==> src/rtl/crr_pkg.sv <==
package crr_pkg;

    localparam int STAGES_DEF     = 8;
    localparam int ENTRIES_DEF    = 64;
    localparam int VALUE_BITS_DEF = 32;

    localparam int FIELD_BITS = 32;
    localparam int STAGE_BITS = 3;
    localparam int SLOT_BITS  = 6;

    localparam logic OP_WRITE = 1'b0;
    localparam logic OP_XLATE = 1'b1;

    // control half of a transaction moving down the chain
    typedef struct packed {
        logic                  valid;
        logic                  op;
        logic [STAGE_BITS-1:0] stage;
        logic [SLOT_BITS-1:0]  slot;
        logic                  entry_valid;
        logic                  new_batch;
        logic                  hit;
    } ctl_t;

endpackage

==> src/rtl/crr_out.sv <==
module crr_out #(
    parameter int VALUE_BITS = crr_pkg::VALUE_BITS_DEF
) (
    input  logic                          clk,
    input  logic                          rst_n,
    input  crr_pkg::ctl_t                 last_ctl,
    input  logic [VALUE_BITS-1:0]         last_value,
    input  logic                          rsp_ready,
    output logic                          rsp_valid,
    output logic [crr_pkg::FIELD_BITS-1:0] location,
    output logic [crr_pkg::FIELD_BITS-1:0] batch_min,
    output logic                          advance
);

    logic                  rsp_valid_reg;
    logic                  rsp_valid_next;
    logic [VALUE_BITS-1:0] loc_reg;
    logic [VALUE_BITS-1:0] min_reg;
    logic [VALUE_BITS-1:0] min_next;
    logic                  is_xlate;
    logic                  take;

    always_comb
    begin
        is_xlate = last_ctl.valid && (last_ctl.op == crr_pkg::OP_XLATE);
        advance  = !rsp_valid_reg || rsp_ready || !is_xlate;
        take     = advance && is_xlate;
        if (take)
        begin
            rsp_valid_next = 1'b1;
        end
        else
        begin
            rsp_valid_next = rsp_valid_reg && !rsp_ready;
        end
        min_next = (last_ctl.new_batch || (last_value < min_reg)) ? last_value : min_reg;
    end

    always_ff @(posedge clk or negedge rst_n)
    begin
        if (!rst_n)
        begin
            rsp_valid_reg <= 1'b0;
            min_reg       <= '1;
        end
        else
        begin
            rsp_valid_reg <= rsp_valid_next;
            if (take)
            begin
                min_reg <= min_next;
            end
        end
    end

    always_ff @(posedge clk)
    begin
        if (take)
        begin
            loc_reg <= last_value;
        end
    end

    assign rsp_valid = rsp_valid_reg;
    assign location  = crr_pkg::FIELD_BITS'(loc_reg);
    assign batch_min = crr_pkg::FIELD_BITS'(min_reg);

endmodule

==> config.mk <==
export PLATFORM = sky130hd
export DESIGN_NAME = crr_out
export DESIGN_NICKNAME = d
export VERILOG_FILES = /design/src/rtl/crr_pkg.sv /design/src/rtl/crr_out.sv
export SDC_FILE = /design/constraint.sdc
export NUM_CORES = 1
export LEC_CHECK = 0
export BUFFER_PORTS_ARGS = -buffer_cell sky130_fd_sc_hd__buf_2
export CAP_MARGIN = 10
export CELL_PAD_IN_SITES_DETAIL_PLACEMENT = 1
export CELL_PAD_IN_SITES_GLOBAL_PLACEMENT = 1
export CORE_ASPECT_RATIO = 0.75
export CORE_MARGIN = 10
export CORE_UTILIZATION = 44
export CTS_BUF_LIST = sky130_fd_sc_hd__clkbuf_8
export DETAILED_ROUTE_END_ITERATION = 7
export PLACE_DENSITY = 0.89
export RECOVER_POWER = 50
export SYNTH_ARGS = -nofsm -noshare
export SYNTH_HDL_FRONTEND = slang
export SYNTH_SLANG_ARGS = --single-unit
==> constraint.sdc <==
create_clock -name clk -period 5.95 [get_ports clk]
set_input_delay 0 -clock clk [delete_from_list [all_inputs] [get_ports clk]]
set_output_delay 0 -clock clk [all_outputs]
set_load 0.02 [all_outputs]
==> impl_metrics.tcl <==
set metrics [dict create \
    status "complete, but fails checks" \
    violations "max-capacitance violations, max-slew violations" \
    cp_data_arrival_time_ns 3.62 \
    tns_ns 0 \
    drc 0 \
    hold_path_class "in -> reg" \
    drtIter0Drc 79 \
    cts.sinks 65 \
    crit_path_max_fanout 19 \
    grt_max_degree 34 \
    p_leak_nw 1.87 \
    synth_compound_area_frac 0.0713 \
    grt_pass1_wl_um 15200 \
    hold_violations 0 \
    port_buffers 103 \
    via_count 2307 \
    critPathKind "reg -> reg" \
    synthMuxAreaShare 0.147 \
    syn_area_per_cell_um2 14.5 \
    drive_above_1_share 0.340 \
    fin_crit_sh 0.563 \
    cts_resized 0 \
    max_cap_viol_count 1 \
    grt.total_usage 0.174 \
    synth_area_um2 3210 \
    clockBufferDepth 2 \
    synth_top_area_frac 0.299 \
    grt_pass1_vias 2685 \
    tritoncts "built" \
    routed_via_density 4.92 \
    initial_core_util 0.462 \
    place_ws_ns 2.65 \
    dieArea_um2 11200 \
    wire_per_inst_um 20.4 \
    period_needed_ns 3.35 \
    floorplan.rows 26 \
    synth_top_family_by_area "multiplexers" \
    whs_ns 0.139 \
    synth_seq_area_share 0.569 \
    crit_required_ns 6.22 \
    syn_to_final_growth_pct 33.6 \
    p_int_mw 1.31 \
    power_mw 2.09 \
    slew_headroom -0.296 \
    syn-num-nets 301 \
    synth-seq-cells 65 \
    ys_warn_count 0 \
    antenna_found_initial 0 \
    setup_violations 0 \
    syn_inst 221 \
    slew_viol_final 34 \
    crit_path_end_kind "register" \
    worstSetupStartpointType "register" \
    yosysUniqueCellTypes 33 \
    fmax_ghz 0.299 \
    fin_util 0.616 \
    p_clk_frac 0.196 \
    yosys.area_share.simple 0.0444 \
    die_h_um 94.0 \
    synthXorXnorAreaFrac 0 \
    clkTransAtPathRegs_ns 0.07 \
    ios 115 \
    fp.dieW_um 119 \
    place_congestion 0.722 \
    nNetsFinal 446 \
    setup_slack_ns 2.60 \
    skew_ns 0.00852 \
    cts_made_buffers 9 \
    worstMarginPinSlew_ns 1.94 \
    p_comb_frac 0.429 \
    power_switching_mw 0.779 \
    drtAntennaViolNets 0 \
    powerDensity_nw_per_um2 487 \
    hold_depth 3 \
    root_buffer "clkbuf_8" \
    fillCellCount 772 \
    core_region_area_um2 6960 \
    rr_worst_depth 9 \
    post-dp-hpwl_um 6570 \
    clk_latency_ns 0.34 \
    pwr-share-seq 0.376 \
    htreeDepth 3 \
    diodes 0 \
    synth_area_leaders "edfxtp_1 (30%), dfstp_2 (26%), mux2_4 (14%), ha_1 (12%), inv_1 (3.7%)" \
    first_pass_iters 4 \
    p_sw_frac 0.373 \
    synth_fa_ha_area_frac 0.121 \
    rsz0062_at_grt "no" \
    finalWirelength_um 9550 \
    max-vdd-ir-drop_v 0.000282 \
    yosys.area.top_type "edfxtp_1" \
    grt_overflow 0 \
]
repair_timing:
| action | in CTS | in global routing |
|---|---|---|
| hold buffers | 33 | 0 |
| buffers inserted | 0 | 0 |
| setup endpoints to repair | 0 | 0 |
| hold endpoints to repair | 65 | 0 |
area by class of cell:
| cell class | instances | area [µm²] | area share |
|---|---|---|---|
| Multi-Input combinational cell | 121 | 1240 | 0.289 |
| Clock inverter | 7 | 87.6 | 0.0204 |
| Clock buffer | 9 | 124 | 0.0289 |
| Inverter | 32 | 120 | 0.0280 |
| Timing Repair Buffer | 137 | 771 | 0.180 |
| Tap cell | 98 | 123 | 0.0286 |
| Sequential cell | 65 | 1830 | 0.426 |
synthesized netlist by cell type:
library cell	instances
a2111oi_2	1
a2111oi_4	1
a211oi_1	1
a21o_1	1
a21oi_1	10
a21oi_2	1
a21oi_4	1
a22oi_1	1
a32oi_1	1
and4_1	1
buf_6	3
dfrtp_1	1
dfstp_2	32
edfxtp_1	32
ha_1	31
inv_1	32
mux2_2	2
mux2_4	30
nand2_1	13
nand2b_1	1
nand2b_4	1
nand3_1	2
nand4_1	2
nor2_1	5
nor2b_1	1
nor3_1	1
nor4_2	1
o211ai_1	1
o211ai_2	1
o21a_1	1
o21a_2	1
o21ai_0	7
o21ai_2	1
cell usage in the layout, fill, tap and decap left out, types with 2 or more instances in the layout:
cell           count
dlygate4sd3_1     33
bufinv_16          2
buf_2             37
inv_1             34
nand4_1            2
edfxtp_1          32
clkbuf_8           9
clkinvlp_4         2
nor2_1             4
mux2_2             2
clkbuf_1          66
ha_1              31
nand3_1            2
a21oi_1           10
o21ai_0            7
nand2_1           13
mux2_4            30
dfstp_2           32
worst max-delay path: stages, from the launching register on:
cell and delay, ns:
dfstp_2 0.56, inv_1 0.06, ha_1 0.33, a21oi_2 0.15, nand2_1 0.09, a2111oi_4 0.36, o211ai_2 0.16, a21oi_4 0.76
buf_4 0.43, mux2_2 0.37
cells by family (layout without fill, tap and decap cells):
group                      Yosys count  in the layout
AOI/OAI and AO/OA                   30             30
buffers and inverters               35            185
adders and majority gates           31             31
and+or+nand+nor                     28             28
DFF                                 65             65
muxes                               32             32
worst paths after layout:
path | startpoint | end | slack [ns]
worst max-delay path | batch_min[14] | batch_min[0] | 2.60
worst min register to register | batch_min[31] | batch_min[31] | 0.64
worst min-delay path | rsp_ready | rsp_valid | 0.14
min in group asynchronous | rst_n | rsp_valid | 0.76
max in group asynchronous | rst_n | rsp_valid | 4.09
worst max register to register | batch_min[14] | batch_min[0] | 2.60
power groups by stage:
stage | registers [mW] | clock network [mW] | logic (mW)
finish | 0.785 | 0.409 | 0.896
global route | 0.805 | 0.439 | 0.983
CTS | 0.783 | 0.418 | 0.912
detailed placement | 0.788 | 0 | 0.879
global placement | 0.769 | 0 | 0.835
floorplan | 0.929 | 0 | 0.455
routing by layer:
metal	share of wire	wire length, µm	track usage
met5	0	0	0
met4	0.012	118	0.0639
met3	0.052	494	0.0529
met2	0.53	5050	0.316
met1	0.41	3890	0.191
metrics by stage:
step,instances,cell area (µm²)
global route,469,4290
detailed placement,420,3830
global placement,420,3830
CTS,469,4370
finish,469,4290
floorplan,221,3210
(Power assumes the default switching activity.)
