[src/rtl/crr_pkg.sv]
package crr_pkg;

    localparam int STAGES_DEF     = 8;
    localparam int ENTRIES_DEF    = 64;
    localparam int VALUE_BITS_DEF = 32;

    localparam int FIELD_BITS = 32;
    localparam int STAGE_BITS = 3;
    localparam int SLOT_BITS  = 6;

    localparam logic OP_WRITE = 1'b0;
    localparam logic OP_XLATE = 1'b1;

    // control half of a transaction moving down the chain
    typedef struct packed {
        logic                  valid;
        logic                  op;
        logic [STAGE_BITS-1:0] stage;
        logic [SLOT_BITS-1:0]  slot;
        logic                  entry_valid;
        logic                  new_batch;
        logic                  hit;
    } ctl_t;

endpackage

[src/rtl/crr_cell.sv]
module crr_cell #(
    parameter int VALUE_BITS = crr_pkg::VALUE_BITS_DEF,
    parameter int CELL_STAGE = 0,
    parameter int CELL_SLOT  = 0
) (
    input  logic                  clk,
    input  logic                  rst_n,
    input  logic                  advance,
    input  crr_pkg::ctl_t         in_ctl,
    input  logic [VALUE_BITS-1:0] in_value,
    input  logic [VALUE_BITS-1:0] in_dest,
    input  logic [VALUE_BITS-1:0] in_src,
    input  logic [VALUE_BITS-1:0] in_len,
    output crr_pkg::ctl_t         out_ctl,
    output logic [VALUE_BITS-1:0] out_value,
    output logic [VALUE_BITS-1:0] out_dest,
    output logic [VALUE_BITS-1:0] out_src,
    output logic [VALUE_BITS-1:0] out_len
);

    logic                  ent_valid_reg;
    logic [VALUE_BITS-1:0] dest_reg;
    logic [VALUE_BITS-1:0] src_reg;
    logic [VALUE_BITS-1:0] len_reg;

    crr_pkg::ctl_t         ctl_reg;
    crr_pkg::ctl_t         ctl_next;
    logic [VALUE_BITS-1:0] value_reg;
    logic [VALUE_BITS-1:0] value_next;
    logic [VALUE_BITS-1:0] pdest_reg;
    logic [VALUE_BITS-1:0] psrc_reg;
    logic [VALUE_BITS-1:0] plen_reg;

    logic                  hit_in;
    logic [VALUE_BITS-1:0] diff;
    logic                  in_range;
    logic                  is_write;
    logic                  is_xlate;
    logic                  addr_hit;
    logic                  take;
    logic                  ent_write;

    always_comb
    begin
        hit_in   = (CELL_SLOT == 0) ? 1'b0 : in_ctl.hit;
        diff     = in_value - src_reg;
        in_range = ent_valid_reg && (in_value >= src_reg) && (diff < len_reg);
        is_write = in_ctl.valid && (in_ctl.op == crr_pkg::OP_WRITE);
        is_xlate = in_ctl.valid && (in_ctl.op == crr_pkg::OP_XLATE);
        addr_hit = (int'(in_ctl.stage) == CELL_STAGE) && (int'(in_ctl.slot) == CELL_SLOT);
        take     = is_xlate && !hit_in && in_range;
        ent_write = advance && is_write && addr_hit;

        ctl_next     = in_ctl;
        ctl_next.hit = hit_in || take;
        value_next   = take ? (dest_reg + diff) : in_value;
    end

    always_ff @(posedge clk or negedge rst_n)
    begin
        if (!rst_n)
        begin
            ent_valid_reg <= 1'b0;
            ctl_reg       <= '0;
        end
        else
        begin
            if (ent_write)
            begin
                ent_valid_reg <= in_ctl.entry_valid;
            end
            if (advance)
            begin
                ctl_reg <= ctl_next;
            end
        end
    end

    always_ff @(posedge clk)
    begin
        if (ent_write)
        begin
            dest_reg <= in_dest;
            src_reg  <= in_src;
            len_reg  <= in_len;
        end
        if (advance)
        begin
            value_reg <= value_next;
            pdest_reg <= in_dest;
            psrc_reg  <= in_src;
            plen_reg  <= in_len;
        end
    end

    assign out_ctl   = ctl_reg;
    assign out_value = value_reg;
    assign out_dest  = pdest_reg;
    assign out_src   = psrc_reg;
    assign out_len   = plen_reg;

endmodule

[config.mk]
export PLATFORM = sky130hd
export DESIGN_NAME = crr_cell
export DESIGN_NICKNAME = d
export VERILOG_FILES = /design/src/rtl/crr_pkg.sv /design/src/rtl/crr_cell.sv
export SDC_FILE = /design/constraint.sdc
export NUM_CORES = 1
export LEC_CHECK = 0
export BUFFER_PORTS_ARGS = -buffer_cell sky130_fd_sc_hd__buf_2
export CORE_UTILIZATION = 33
export CTS_CLUSTER_DIAMETER = 100
export DETAILED_ROUTE_END_ITERATION = 6
export HOLD_SLACK_MARGIN = 0.05
export PLACE_DENSITY_LB_ADDON = 0.08
export SKIP_CTS_REPAIR_TIMING = 1
export SLEW_MARGIN = 20
export SYNTH_ARGS = -nofsm -noshare
export SYNTH_HDL_FRONTEND = slang
export SYNTH_SLANG_ARGS = --single-unit
[constraint.sdc]
create_clock -name clk -period 6.11 [get_ports clk]
set_clock_uncertainty 0.2 [all_clocks]
set_input_delay 0.611 -clock clk [delete_from_list [all_inputs] [get_ports clk]]
set_output_delay 0.611 -clock clk [all_outputs]
set_load 0.005 [all_outputs]
==> results of run 1 <==
==> final timing paths <==
path / startpoint / slack [ns] / cells after the start / end
setup / recovery: src_reg[4] / 0.74 / 18 / out_value[11]
hold / removal: in_src[1] / 0.07 / 1 / out_src[1]
setup reg to reg: src_reg[4] / 0.74 / 18 / out_value[11]
hold reg to reg: out_ctl[9] / 0.30 / 1 / out_ctl[9]
max in group asynchronous: rst_n / 5.15 / 2 / out_ctl[12]
min in group asynchronous: rst_n / 0.30 / 2 / out_ctl[5]
==> logic make-up after synthesis <==
family	Yosys count	synth area share [%]
simple gates	145	5.90
mux	47	4.44
fa+ha+maj	96	10.2
xor+xnor	58	4.40
flops	239	59.7
buf+inv	95	3.06
compound gates	219	12.3
==> power breakdown <==
group | leakage (uW) | switching [uW] | total, uW | internal (uW)
sequential | 0.00230 | 19.9 | 1900 | 1880
combinational | 0.00390 | 311 | 592 | 281
clock | 0.000451 | 662 | 1660 | 998
total | 0.00664 | 993 | 4150 | 3160
==> synthesized netlist by cell type (7+ instances only) <==
library cell	number	area share (%)
a211oi_1	7	0.44
a21o_1	35	2.2
a21oi_1	69	2.9
a31oi_1	9	0.47
and3_1	10	0.53
clkbuf_1	9	0.28
dfrtp_1	15	3.2
edfxtp_1	224	57
ha_1	94	9.9
inv_1	80	2.5
mux2_2	46	4.4
nand2_1	33	1.0
nand2b_1	7	0.37
nand3_1	10	0.42
nand4_1	9	0.47
nor2_1	42	1.3
nor2b_1	10	0.53
nor3_1	12	0.51
o21ai_0	33	1.4
o21bai_1	13	0.82
xnor2_1	42	3.1
xor2_1	15	1.1
==> metal layers <==
layer | wire (um) | track usage (%)
met3 | 2090 | 4.22
met5 | 36 | 0
met2 | 13300 | 24.2
met1 | 14500 | 22.8
met4 | 585 | 4.85
==> layout make-up <==
type / count / area, um2
clock buffer: 35 / 748
timing repair buffer: 364 / 2210
clock inverter: 15 / 173
tap: 461 / 577
inverter: 80 / 300
sequential: 239 / 7100
multi-input combinational: 565 / 4440
fill: 3358 / 19900
==> through the flow <==
stage               instance area [um2]  hold slack [ns]
floorplan                         11900            0.115
global placement                  13900            0.287
detailed placement                13900            0.291
CTS                               14800           -0.252
global route                      15600           0.0503
finish                            15600           0.0667
==> worst register-to-register path: stages, from the launching register on <==
cell       delay (ns)
edfxtp_1         0.35
inv_1            0.08
ha_1             0.28
a21o_1           0.21
a211o_1          0.26
o21ai_1          0.31
o21bai_1         0.14
a21boi_1         0.38
o41ai_1          0.21
a21o_1           0.24
a2111oi_0        0.40
a311o_1          0.23
ha_1             0.26
a21o_1           0.16
a21o_1           0.17
a21oi_1          0.31
o221ai_4         0.32
buf_4            0.31
mux2_2           0.30
==> results.md, run 1 <==
- Total CTS buffers: 28
- MaxCap Viol Count: 0
- DR vias: 8353
- Routability Congestion: 0.866
- Die Y: 192 um
- Synth Cell Area: 0.0119 mm2
- Power consumption: 4150 uW
- Pins Over Slew Limit: 0
- Row Count: 69
- Synth Warn #: 0
- Hold crit path type: input pin to flip-flop
- Worst-margin pin slew: 0.916 ns
- Antenna Cells: 0
- Cell total after placement: 1636
- Async SR Flop Fraction: 6.28%
- Setup crit start kind: flip-flop
- Max Root-Sink Buffers: 3
- Largest net degree at the start of global routing: 77
- Syn_nets: 1140
- Tcrit/Tclk final: 87.9%
- Final core occ: 43.8%
- Buf/Inv on CP: 2
- Worst skew pair latency: 0.55 ns
- Run status: finished clean
- Fin. Hold Viols: 0
- Element type at the critical path end: flip-flop
- TNS Setup: 0 ns
- Worst vdd ir: 0.190 mV
- Drt pass-1 iters: 5
- Largest stage delay on the critical path: 0.40 ns
- Clock transition at path regs: 0.06 ns
- Final nets: 1519
- I/O pins: 287
- Lkg Pwr: 0.00664 uW
- Critical path arrival: 5.45 ns
- Vias/cell: 4.75
- Slowest-stage cell, CP: a2111oi_0
- Worst slack at placement: 0.317 ns
- Library cells used by synthesis: 62
- Share of cells above drive strength 1: 30.4%
- Fmax: 186 MHz
- Post-synth EDFFs: 224
- Most frequent cells in the layout: buf_2 (284), edfxtp_1 (224), ha_1 (94)
- Worst setup margin: 0.740 ns
- Detail Route Antenna Nets: 0
- Crit path max-delay family: compound AO/OA/AOI/OAI gates
- Final count of negative-setup-slack endpoints: 0
- Syn-to-layout area delta: 30.8%
- Initial DRC count: 425
- WL final: 30600 um
- Dpl hpwl: 22900 um
- #FFs+latches synth: 239
- Clock sinks: 239
- Post-synth top flop: edfxtp_1
- Root Driver: clkbuf_16
- Critical path peak fanout: 13
- Initial Util: 33.5%
- Most used cell, CP: a21o_1
- Drt wl/cell: 17.4 um
- CTS H-tree lvls: 1
- Final Critical Period: 5.37 ns
- Total grt overflow: 0
- RSZ-0062 raised after global routing: no
- Post-Syn Instances: 899
- # port buffers: 285
- First-pass GRT wire length: 45100 um
- Synthesized area per cell: 13.2 um2
- Initial antenna violation count: 3
- Core Region: 0.0355 mm2
- Vias in the first global route: 8062
- Worst relative slew slack: 38.9%
- Pwr dens: 267 mW/mm2
- Fin cells: 1759
- CTS tree: yes
- Gr usage total: 16.2%
- Die Area: 0.0368 mm2
- DRC Markers: 0
- Share of the yosys chip area belonging to registers: 59.7%
- Most common cell after layout, fill and taps aside: buf_2
- Die width: 192 um
- CP Cell Sequence: inv_1 > ha_1 > a21o_1 > a211o_1 > o21ai_1 > o21bai_1 > a21boi_1 > o41ai_1 > a21o_1 > a2111oi_0 > a311o_1 > ha_1 > a21o_1 > a21o_1 > a21oi_1 > o221ai_4 > buf_4 > mux2_2
- WS Path Type: flip-flop to flip-flop
- Critical path data required time: 6.19 ns
No activity file was read; power rests on OpenSTA's default activity.
==> run 2: changes to the inputs <==
==> constraint.sdc (replaced) <==
create_clock -name clk -period 6.5 [get_ports clk]
set_clock_uncertainty 0.2 [all_clocks]
set_input_delay 0.65 -clock clk [delete_from_list [all_inputs] [get_ports clk]]
set_output_delay 0.65 -clock clk [all_outputs]
set_load 0.005 [all_outputs]
==> run 2 against run 1 <==
  * Critical path depth did not move
  * First-iteration DRC count fell by 21%
  * Utilization shrank 2.0 points
  * Worst hold slack better by 0.037 ns
  * Via count down 2.6%
  * Wire length decreased by 1.1%
  * Register-to-register slack better by 0.39 ns
  * Setup slack improved by 0.39 ns
  * Flip-flop and latch count is the same
  * Non-clock buffer count decreased by 75
  * Sequential share of layout area is 2.2 points higher
==> results.md, run 2 (synthesis gave the netlist of run 1 again) <==
- CTS tree: yes
- Clock transition at path regs: 0.06 ns (about the same)
- DRC Markers: 0 (unchanged)
- Total CTS buffers: 27 (-3.6%)
- MaxCap Viol Count: 0 (unchanged)
- Share of cells above drive strength 1: 32.0% (+1.6 points)
- Pins Over Slew Limit: 0 (unchanged)
- Element type at the critical path end: flip-flop
- Tcrit/Tclk final: 82.7% (-5.2 points)
- Buf/Inv on CP: 2 (unchanged)
- TNS Setup: 0 ns (unchanged)
- Worst relative slew slack: 37.1% (-1.9 points)
- Drt wl/cell: 18.0 um (+3.4%)
- R2R Setup Slk: 1.13 ns (+0.39 ns)
- First-pass GRT wire length: 45100 um (about the same)
- Vias/cell: 4.83 (+1.8%)
- Row Count: 69 (unchanged)
- Die Area: 0.0368 mm2 (unchanged)
- Gr usage total: 16.1% (-0.061 points)
- Most frequent cells in the layout: buf_2 (284), edfxtp_1 (224), ha_1 (94)
- Hold EP: dest_reg[26]
- Worst flop-to-flop path endpoint: out_value[16]
- Syn-to-layout area delta: 24.9%
- Final count of negative-setup-slack endpoints: 0 (unchanged)
- Run status: finished clean
- I/O pins: 287 (unchanged)
- CTS H-tree lvls: 1 (unchanged)
- Initial Util: 33.5% (unchanged)
- Final nets: 1443 (-5.0%)
- Most common cell after layout, fill and taps aside: buf_2
- Max Root-Sink Buffers: 3 (unchanged)
- Dpl hpwl: 22800 um (-0.53%)
- Detail Route Antenna Nets: 0 (unchanged)
- Slowest-stage cell, CP: a2111oi_0
- Worst hold start: in_dest[26]
- WS Path Type: flip-flop to flip-flop
- Initial antenna violation count: 4 (+1)
- Fmax: 186 MHz (about the same)
- Worst setup margin: 1.13 ns (+0.387 ns)
- Clock sinks: 239 (unchanged)
- Largest net degree at the start of global routing: 77 (unchanged)
- Drt pass-1 iters: 4 (-1)
- Initial DRC count: 335 (-21%)
- Worst skew pair latency: 0.53 ns (-0.02 ns)
- Die Y: 192 um (unchanged)
- Worst hold stages: 1 (unchanged)
- Worst vdd ir: 0.172 mV (-9.4%)
- Setup crit start kind: flip-flop
- Die width: 192 um (unchanged)
- Vias in the first global route: 8084 (+0.27%)
- Routability Congestion: 0.851 (-1.8%)
- Critical path peak fanout: 33 (+20)
- FF-to-FF Start: src_reg[4]
- Critical path data required time: 6.57 ns (+0.38 ns)
- Core Region: 0.0355 mm2 (unchanged)
- Crit path max-delay family: compound AO/OA/AOI/OAI gates
- Most used cell, CP: a21o_1
- Critical path arrival: 5.45 ns (about the same)
- Pwr dens: 265 mW/mm2 (-0.60%)
- FILL cells: 3390 (+0.95%)
- Worst-margin pin slew: 0.944 ns (+0.0278 ns)
- Lkg Pwr: 0.00635 uW (-4.4%)
- RSZ-0062 raised after global routing: no
- Largest stage delay on the critical path: 0.49 ns (+0.09 ns)
- Path depth of the worst reg2reg path: 18 (unchanged)
- # port buffers: 285 (unchanged)
- CP Cell Sequence: inv_1 > ha_1 > a21o_1 > a211o_1 > o21ai_1 > o21bai_1 > a21boi_1 > o41ai_1 > a21o_1 > a2111oi_0 > a311o_1 > ha_1 > a21o_1 > a21o_1 > a21oi_1 > o221ai_4 > buf_4 > mux2_2
- Hold crit path type: input pin to flip-flop
- Fin. Hold Viols: 0 (unchanged)
- Worst slack at placement: 0.678 ns (+0.361 ns)
- Final Critical Period: 5.37 ns (+0.00251 ns)
- Root Driver: clkbuf_16
- Total grt overflow: 0 (unchanged)
- DR vias: 8137 (-2.6%)
- WL final: 30200 um (-1.1%)
-- run 2: changes by cell type in the layout (fill, tap and decap cells not counted), sizes merged --
cell         delta
buf             -3
bufinv          +4
clkbuf          -5
clkinv          -1
clkinvlp        -1
diode           +2
dlygate4sd3    -72
-- run 2: metal layers --
| metal | GRT usage (%) | wire length, um | part of all wire [%] |
|---|---|---|---|
| met1 | 22.8 | 14400 | 47 |
| met2 | 24.6 | 13200 | 44 |
| met3 | 3.67 | 1980 | 6.6 |
| met4 | 4.40 | 663 | 2.2 |
| met5 | 0 | 30 | 0.099 |
-- run 2: worst max-delay path by stage --
stage | from | end | slack, ns | depth (start not counted)
floorplan | in_value[0] | out_value[31] | 1.87 | 21
global placement | in_value[4] | out_value[24] | 0.79 | 18
detailed placement | in_value[4] | out_value[16] | 0.68 | 18
CTS | src_reg[4] | out_value[16] | 1.09 | 18
global route | src_reg[3] | out_value[16] | 0.77 | 18
finish | src_reg[4] | out_value[16] | 1.13 | 18
-- run 2: area by class of cell --
cell class                 instances  area [um2]  area share [%]
multi-input combinational        565        4440            29.9
antenna                            2        5.00          0.0337
clock buffer                      30         687            4.63
tap                              461         577            3.88
inverter                          80         300            2.02
sequential                       239        7100            47.8
timing repair buffer             289        1470            9.87
clock inverter                    17         269            1.81
-- run 2: power breakdown --
group,leakage (uW),internal (uW),switching [uW]
clock network,0.000471,1030,599
logic,0.00358,235,286
registers,0.00230,1760,18.1
-- run 2: worst register-to-register path: stages, from the launching register on --
cell	delay (ns)
edfxtp_1	0.36
inv_1	0.07
ha_1	0.28
a21o_1	0.23
a211o_1	0.27
o21ai_1	0.32
o21bai_1	0.15
a21boi_1	0.34
o41ai_1	0.19
a21o_1	0.24
a2111oi_0	0.49
a311o_1	0.23
ha_1	0.26
a21o_1	0.16
a21o_1	0.16
a21oi_1	0.34
o221ai_4	0.15
buf_4	0.33
mux2_2	0.37
-- run 2: per-stage QoR --
step	utilization (%)	std cells	cell area, um2	power (uW)	hold WS, ns
final	41.8	1683	14800	3940	0.104
after global routing	41.8	1681	14800	4120	0.0727
after CTS	41.8	1680	14800	4010	-0.210
after floorplan	-	899	11900	2110	0.154
after detailed placement	39.1	1633	13900	2340	0.291
after global placement	39.1	1633	13900	2340	0.287
